===== config.mk =====
export PLATFORM = sky130hd
export DESIGN_NAME = sorted_event_insert_queue_top
export DESIGN_NICKNAME = d
export VERILOG_FILES = /design/src/rtl/seiq_pkg.sv /design/src/rtl/seiq_ctrl.sv /design/src/rtl/seiq_dpath.sv /design/src/rtl/sorted_event_insert_queue_top.sv
export SDC_FILE = /design/constraint.sdc
export NUM_CORES = 2
export LEC_CHECK = 0
export ABC_AREA = 1
export BUFFER_PORTS_ARGS = -buffer_cell sky130_fd_sc_hd__buf_4
export CAP_MARGIN = 20
export CORE_ASPECT_RATIO = 0.9
export CORE_MARGIN = 2
export CORE_UTILIZATION = 30
export CTS_BUF_LIST = sky130_fd_sc_hd__clkbuf_16
export DETAILED_ROUTE_END_ITERATION = 7
export GPL_TIMING_DRIVEN = 0
export PLACE_DENSITY = 0.57
export SLEW_MARGIN = 0
export SYNTH_ARGS = -nofsm -noshare
export SYNTH_HDL_FRONTEND = slang
export SYNTH_HIERARCHICAL = 1
export SYNTH_SLANG_ARGS = --single-unit

===== constraint.sdc =====
create_clock -name i_clk -period 5.71 [get_ports i_clk]
set_input_delay 1.142 -clock i_clk [delete_from_list [all_inputs] [get_ports i_clk]]
set_output_delay 1.142 -clock i_clk [all_outputs]
set_load 0.01 [all_outputs]

===== src/rtl/seiq_pkg.sv =====
// Package for the sorted event insertion queue.
// Holds the queue depth, the field widths, the function and status codes and the item types.
// No dependencies.
package seiq_pkg;

    localparam int DEPTH   = 16;
    localparam int IDX_W   = $clog2(DEPTH);
    localparam int OCC_W   = $clog2(DEPTH + 1);
    localparam int CAP_W   = 5;
    localparam int COUNT_W = 5;

    typedef enum logic [2:0] {
        FUNC_PUSH  = 3'd0,
        FUNC_POP   = 3'd1,
        FUNC_FLUSH = 3'd2,
        FUNC_ABORT = 3'd3,
        FUNC_RESET = 3'd4
    } t_func;

    localparam logic [1:0] STAT_OK      = 2'd0;
    localparam logic [1:0] STAT_REFUSED = 2'd1;
    localparam logic [1:0] STAT_ABORTED = 2'd2;

    typedef enum logic {
        CTL_IDLE,
        CTL_EXEC
    } t_ctl_state;

    typedef struct packed {
        logic [2:0]         func;
        logic [15:0]        in_serial;
        logic signed [47:0] in_time;
        logic [15:0]        in_payload;
    } t_in_item;

    typedef struct packed {
        logic [1:0]          status;
        logic [15:0]         out_serial;
        logic signed [47:0]  out_time;
        logic [15:0]         out_payload;
        logic [COUNT_W-1:0]  count;
    } t_out_item;

    typedef struct packed {
        logic load;
        logic exec;
    } t_dp_cmd;

    typedef struct packed {
        logic aborted;
        logic empty;
    } t_dp_sts;

endpackage


===== src/rtl/seiq_ctrl.sv =====
// Controller of the sorted event insertion queue.
// Runs the handshakes and issues load and execute commands to the datapath.
// Depends on seiq_pkg.
module seiq_ctrl (
    input  logic                i_clk,
    input  logic                i_rst_n,
    input  logic                i_in_valid,
    output logic                o_in_stall,
    output logic                o_out_valid,
    input  logic                i_out_stall,
    output seiq_pkg::t_dp_cmd   o_cmd,
    input  seiq_pkg::t_dp_sts   i_sts
);

    seiq_pkg::t_ctl_state r_state;
    seiq_pkg::t_ctl_state n_state;
    logic                 r_out_valid;
    logic                 n_out_valid;
    logic                 accept;

    always_ff @(posedge i_clk) begin
        if (!i_rst_n) begin
            r_state     <= seiq_pkg::CTL_IDLE;
            r_out_valid <= 1'b0;
        end else begin
            r_state     <= n_state;
            r_out_valid <= n_out_valid;
        end
    end

    always_comb begin
        n_state     = r_state;
        n_out_valid = r_out_valid && i_out_stall;
        o_in_stall  = 1'b1;
        accept      = 1'b0;
        o_cmd       = '0;
        unique case (r_state)
            seiq_pkg::CTL_IDLE: begin
                o_in_stall = r_out_valid && i_out_stall;
                accept     = i_in_valid && !o_in_stall;
                o_cmd.load = accept;
                if (accept) begin
                    n_state = seiq_pkg::CTL_EXEC;
                end
            end
            seiq_pkg::CTL_EXEC: begin
                o_cmd.exec  = 1'b1;
                n_out_valid = 1'b1;
                n_state     = seiq_pkg::CTL_IDLE;
            end
            default: begin
                n_state = seiq_pkg::CTL_IDLE;
            end
        endcase
    end

    assign o_out_valid = r_out_valid;

`ifndef SYNTH
    a_exec_follows_load: assert property (@(posedge i_clk) disable iff (!i_rst_n)
        o_cmd.load |=> o_cmd.exec)
        else $error("Execute did not follow a load.");
    a_exec_slot_free: assert property (@(posedge i_clk) disable iff (!i_rst_n)
        o_cmd.exec |-> !r_out_valid)
        else $error("Execute while the output register is still full.");
    a_abort_blocks_nothing: assert property (@(posedge i_clk) disable iff (!i_rst_n)
        (i_sts.aborted && i_sts.empty && r_state == seiq_pkg::CTL_EXEC) |=> r_out_valid)
        else $error("No result after an execute.");
`endif

endmodule


===== src/rtl/seiq_dpath.sv =====
// Datapath of the sorted event insertion queue.
// Holds the sorted entry cells, the count, the abort flag, capacity and the item registers.
// Depends on seiq_pkg.
module seiq_dpath (
    input  logic                          i_clk,
    input  logic                          i_rst_n,
    input  logic                          i_cfg_we,
    input  logic [seiq_pkg::CAP_W-1:0]    i_cfg_wdata,
    input  seiq_pkg::t_in_item            i_in,
    output seiq_pkg::t_out_item           o_out,
    input  seiq_pkg::t_dp_cmd             i_cmd,
    output seiq_pkg::t_dp_sts             o_sts
);

    logic [15:0]                   r_ser  [seiq_pkg::DEPTH];
    logic signed [47:0]            r_time [seiq_pkg::DEPTH];
    logic [15:0]                   r_pay  [seiq_pkg::DEPTH];
    logic [seiq_pkg::OCC_W-1:0]    r_occ;
    logic [seiq_pkg::OCC_W-1:0]    n_occ;
    logic                          r_abort;
    logic                          n_abort;
    logic [seiq_pkg::CAP_W-1:0]    r_cap;
    seiq_pkg::t_in_item            r_in;
    seiq_pkg::t_out_item           r_out;
    seiq_pkg::t_out_item           n_out;
    logic [seiq_pkg::DEPTH-1:0]    stay;
    logic                          full;
    logic                          do_push;
    logic                          do_pop;

    always_comb begin
        for (int i = 0; i < seiq_pkg::DEPTH; i++) begin
            stay[i] = (seiq_pkg::OCC_W'(i) < r_occ) &&
                      ((r_in.in_serial != r_ser[i]) ? (r_in.in_serial > r_ser[i])
                                                    : (r_in.in_time >= r_time[i]));
        end
    end

    assign full = (int'(r_occ) >= int'(r_cap)) || (int'(r_occ) >= seiq_pkg::DEPTH);

    always_comb begin
        n_occ   = r_occ;
        n_abort = r_abort;
        do_push = 1'b0;
        do_pop  = 1'b0;
        n_out   = '0;
        n_out.status = seiq_pkg::STAT_OK;
        unique case (r_in.func)
            seiq_pkg::FUNC_PUSH: begin
                if (r_abort) begin
                    n_out.status = seiq_pkg::STAT_ABORTED;
                end else if (full) begin
                    n_out.status = seiq_pkg::STAT_REFUSED;
                end else begin
                    do_push = 1'b1;
                    n_occ   = r_occ + seiq_pkg::OCC_W'(1);
                end
            end
            seiq_pkg::FUNC_POP: begin
                if (r_abort) begin
                    n_out.status = seiq_pkg::STAT_ABORTED;
                end else if (r_occ == '0) begin
                    n_out.status = seiq_pkg::STAT_REFUSED;
                end else begin
                    do_pop            = 1'b1;
                    n_occ             = r_occ - seiq_pkg::OCC_W'(1);
                    n_out.out_serial  = r_ser[0];
                    n_out.out_time    = r_time[0];
                    n_out.out_payload = r_pay[0];
                end
            end
            seiq_pkg::FUNC_FLUSH: begin
                n_occ = '0;
            end
            seiq_pkg::FUNC_ABORT: begin
                n_abort = 1'b1;
            end
            seiq_pkg::FUNC_RESET: begin
                n_occ   = '0;
                n_abort = 1'b0;
            end
            default: begin
            end
        endcase
        n_out.count = seiq_pkg::COUNT_W'(n_occ);
    end

    always_ff @(posedge i_clk) begin
        if (!i_rst_n) begin
            r_occ   <= '0;
            r_abort <= 1'b0;
            r_cap   <= seiq_pkg::CAP_W'(16);
        end else begin
            if (i_cfg_we) begin
                r_cap <= i_cfg_wdata;
            end
            if (i_cmd.exec) begin
                r_occ   <= n_occ;
                r_abort <= n_abort;
            end
        end
    end

    always_ff @(posedge i_clk) begin
        if (i_cmd.load) begin
            r_in <= i_in;
        end
        if (i_cmd.exec) begin
            r_out <= n_out;
        end
    end

    always_ff @(posedge i_clk) begin
        for (int i = 0; i < seiq_pkg::DEPTH; i++) begin
            if (i_cmd.exec && do_push && !stay[i]) begin
                if (i == 0 || stay[(i == 0) ? 0 : i - 1]) begin
                    r_ser[i]  <= r_in.in_serial;
                    r_time[i] <= r_in.in_time;
                    r_pay[i]  <= r_in.in_payload;
                end else begin
                    r_ser[i]  <= r_ser[(i == 0) ? 0 : i - 1];
                    r_time[i] <= r_time[(i == 0) ? 0 : i - 1];
                    r_pay[i]  <= r_pay[(i == 0) ? 0 : i - 1];
                end
            end else if (i_cmd.exec && do_pop && i < seiq_pkg::DEPTH - 1) begin
                r_ser[i]  <= r_ser[(i < seiq_pkg::DEPTH - 1) ? i + 1 : i];
                r_time[i] <= r_time[(i < seiq_pkg::DEPTH - 1) ? i + 1 : i];
                r_pay[i]  <= r_pay[(i < seiq_pkg::DEPTH - 1) ? i + 1 : i];
            end
        end
    end

    assign o_out         = r_out;
    assign o_sts.aborted = r_abort;
    assign o_sts.empty   = (r_occ == '0);

`ifndef SYNTH
    a_occ_bound: assert property (@(posedge i_clk) disable iff (!i_rst_n)
        int'(r_occ) <= seiq_pkg::DEPTH)
        else $error("Entry count exceeds the depth.");
    a_refused_keeps_count: assert property (@(posedge i_clk) disable iff (!i_rst_n)
        i_cmd.exec |=> (r_out.status == seiq_pkg::STAT_OK || r_occ == $past(r_occ)))
        else $error("A refused item changed the entry count.");
    a_reset_func: assert property (@(posedge i_clk) disable iff (!i_rst_n)
        (i_cmd.exec && r_in.func == seiq_pkg::FUNC_RESET) |=> (r_occ == '0 && !r_abort))
        else $error("Reset function left entries or the abort flag.");
`endif

endmodule


===== src/rtl/sorted_event_insert_queue_top.sv =====
// Top level of the sorted event insertion queue.
// Joins the controller and the datapath; depends on seiq_pkg, seiq_ctrl and seiq_dpath.
//
//   channel   valid          stall          payload
//   input     i_in_valid     o_in_stall     i_in  (seiq_pkg::t_in_item)
//   output    o_out_valid    i_out_stall    o_out (seiq_pkg::t_out_item)
//   config    i_cfg_we       (none)         i_cfg_wdata (capacity)
//
// Each item is registered in the idle state; the exec state then updates the cells and
// loads the output register. All cells compare against the new key in parallel.
// A new item is taken while a result is being taken, but not while it is stalled, nor in the exec state.
// Reset empties the queue, clears the abort flag and sets capacity to 16.
module sorted_event_insert_queue_top (
    input  logic                          i_clk,
    input  logic                          i_rst_n,
    input  logic                          i_cfg_we,
    input  logic [seiq_pkg::CAP_W-1:0]    i_cfg_wdata,
    input  logic                          i_in_valid,
    output logic                          o_in_stall,
    input  seiq_pkg::t_in_item            i_in,
    output logic                          o_out_valid,
    input  logic                          i_out_stall,
    output seiq_pkg::t_out_item           o_out
);

    seiq_pkg::t_dp_cmd cmd;
    seiq_pkg::t_dp_sts sts;

    seiq_ctrl u_ctrl (
        .i_clk       (i_clk),
        .i_rst_n     (i_rst_n),
        .i_in_valid  (i_in_valid),
        .o_in_stall  (o_in_stall),
        .o_out_valid (o_out_valid),
        .i_out_stall (i_out_stall),
        .o_cmd       (cmd),
        .i_sts       (sts)
    );

    seiq_dpath u_dpath (
        .i_clk       (i_clk),
        .i_rst_n     (i_rst_n),
        .i_cfg_we    (i_cfg_we),
        .i_cfg_wdata (i_cfg_wdata),
        .i_in        (i_in),
        .o_out       (o_out),
        .i_cmd       (cmd),
        .o_sts       (sts)
    );

endmodule

==> metrics.txt <==
violated checks=design-rule violations, max-capacitance violations, max-slew violations, negative setup slack; mapped cell area=99,000 sq um; VDD IR-drop max=0.256 mV; Slew HR=-3.03%; I/O pin cnt=182; Die X=609 um; Fin. Hold Viols=0; Hold Crit Start=i_in[62]; slowest CP cell=clkbuf_1; Final WS setup=-0.233 ns; clock period minus worst slack=5.94 ns; Fmax=0.168 GHz; Placed Area=107,000 sq um; vias=93,000; CTS root buffer=clkbuf_16; Clock transition at path regs=0.06 ns; drt first-iter violations=13,400; Critical Path Start Type=register; post-synth net total=12,800; Max Cap Viol=1; Initial Utilization=30.1%; Max Root-Sink Buffers=4; M1 WL=184 mm; final WL=458 mm; Power per Cell Area=246 nW/um^2; non-filler cells, final=16,700; crit-path cells=ha_1 > nand2_1 > nor2_1 > nand3_2 > nor2_4 > nand4_1 > nand2_1 > inv_1 > nand3_1 > nand2_4 > nand3_1 > buf_16 > clkbuf_1 > nand2_1 > nand3_1; Yosys warning total=6; unrepaired setup endpoints after global routing=no; nets@finish=13,300; vias in the first global route=86,700; Final Total Pwr=28.0 mW; Fill cells=34,300; layout cells sized above 1=8.28%; core region area=329,000 sq um; Initial DRT Pass Iterations=8; P_leak=49.4 nW; antenna viol nets, final=0; first-pass GRT wire length=628 mm; met3 wire len=68.1 mm; area delta synth->final=15.1%; CP Capture Type=register; Worst Setup SP=u_dpath/r_in[37]; routability cong.=1.08; Top Metal Used=met5; WL/cell=27.4 um; WP data arrival=6.67 ns; Reg area=43,800 sq um; die area=334,000 sq um; syn_area_per_cell=8.43 sq um; placed instance count=16,300; vias per std cell=5.56; worst path bufs/invs=3; Tcrit/Tclk final=104%; I/O Buffers=181; CP Class=register to register; # rows=200; Worst-Margin Slew=1.53 ns; Worst Path Max Fanout=11; worst hold stages=1; Levels on crit path=15; HPWL after DPL=359 mm; H-tree depth=4; Die H=549 um; fin util=34.6%; final number of setup-violating endpoints=301; clk_skew=0.0716 ns; Slew Viols, Final=3; GRT overflow=0; DR WL met2=184 mm; TritonCTS buffer count=185; critical register-to-register path startpoint=u_dpath/r_in[37]; footprint of the multi-input gates=47,400 sq um; Post-Synthesis Cells=11,700; Remaining DRCs=37; CTS sink count=1,463; Reg2Reg Depth=15; final instance area=114,000 sq um; clock latency on the worst-skew pair=0.90 ns; Largest stage delay, worst path=0.85 ns; Top delay family on crit path=simple AND/OR/NAND/NOR gates; TritonCTS clock tree=yes; Hold Crit Class=input pin to register; initial antenna violation count=65; status=finished with violations; largest net degree at the start of global routing=61; data required time of the worst path=6.44 ns; total global-route track usage=26.2%
[metrics by stage]
stage / hold slack [ns] / setup slack [ns] / setup TNS, ns
2_1_floorplan: 0.437 / 0.232 / 0
3_3_place_gp: 0.456 / -4.54 / -5311.31
3_5_place_dp: 0.464 / -1.35 / -565.80
4_1_cts: 0.377 / 0.000469 / 0
5_1_grt: 0.406 / 0.0104 / 0
6_report: 0.420 / -0.233 / -18.40
[metal layers]
metal	up-vias	global-route usage, %
met5	-	2.43
met4	50	10.5
met3	819	11.4
met2	5672	37.5
met1	44700	34.2
li1	41800	-
[repair_timing]
| action | in CTS | in global routing |
|---|---|---|
| gates resized for setup | 25 | 14 |
| pin swaps | 1 | 0 |
| buffers inserted | 33 | 13 |
| setup endpoints to repair | 1425 | 691 |
| cloned | 0 | 0 |
| hold buffers | 0 | 0 |
[report_power, final]
group	internal (mW)	switching, mW
sequential	12.2	0.327
clock	6.36	5.09
combinational	1.23	2.83
total	19.8	8.25
[worst paths after layout]
kind | endpoint | slack (ns)
worst min-delay path | u_dpath/r_in[62] | 0.42
worst max register to register | u_dpath/r_time[2][0] | -0.23
worst min register to register | u_dpath/r_cap[1] | 0.47
worst max-delay path | u_dpath/r_time[2][0] | -0.23
[registers in the layout, summed over array words and instances, names as in the netlist]
name	cells
u_ctrl/o_out_valid	1
u_dpath/o_out	87
u_dpath/r_pay	256
u_dpath/r_cap	5
u_dpath/r_ser	256
u_ctrl/r_state	1
u_dpath/r_abort	1
u_dpath/r_occ	5
u_dpath/r_time	768
u_dpath/r_in	83
[final cells by class]
class                   count  area share [%]
multi-input cells        8297            41.6
inverters                1308            4.32
flip-flops and latches   1463            38.5
clock buffers             189            4.15
well taps                4343            4.77
clock inverters           132           0.732
repair buffers            299            3.13
plain buffers             668            2.76
diodes                     23          0.0505
[layout by cell type, fill, tap and decap left out, drive strengths merged, types with 12 or more instances in the layout]
master	count
diode	23
clkinv	73
o21bai	72
inv	1350
dfxtp	13
o21a	31
nand4	1048
buf	647
nor4	12
nand2	3398
nor2	425
clkbuf	509
nand3	1466
edfxtp	1450
a21oi	473
o21ai	291
nor3	42
ha	968
Note: power is estimated with default switching activity, not from simulation.
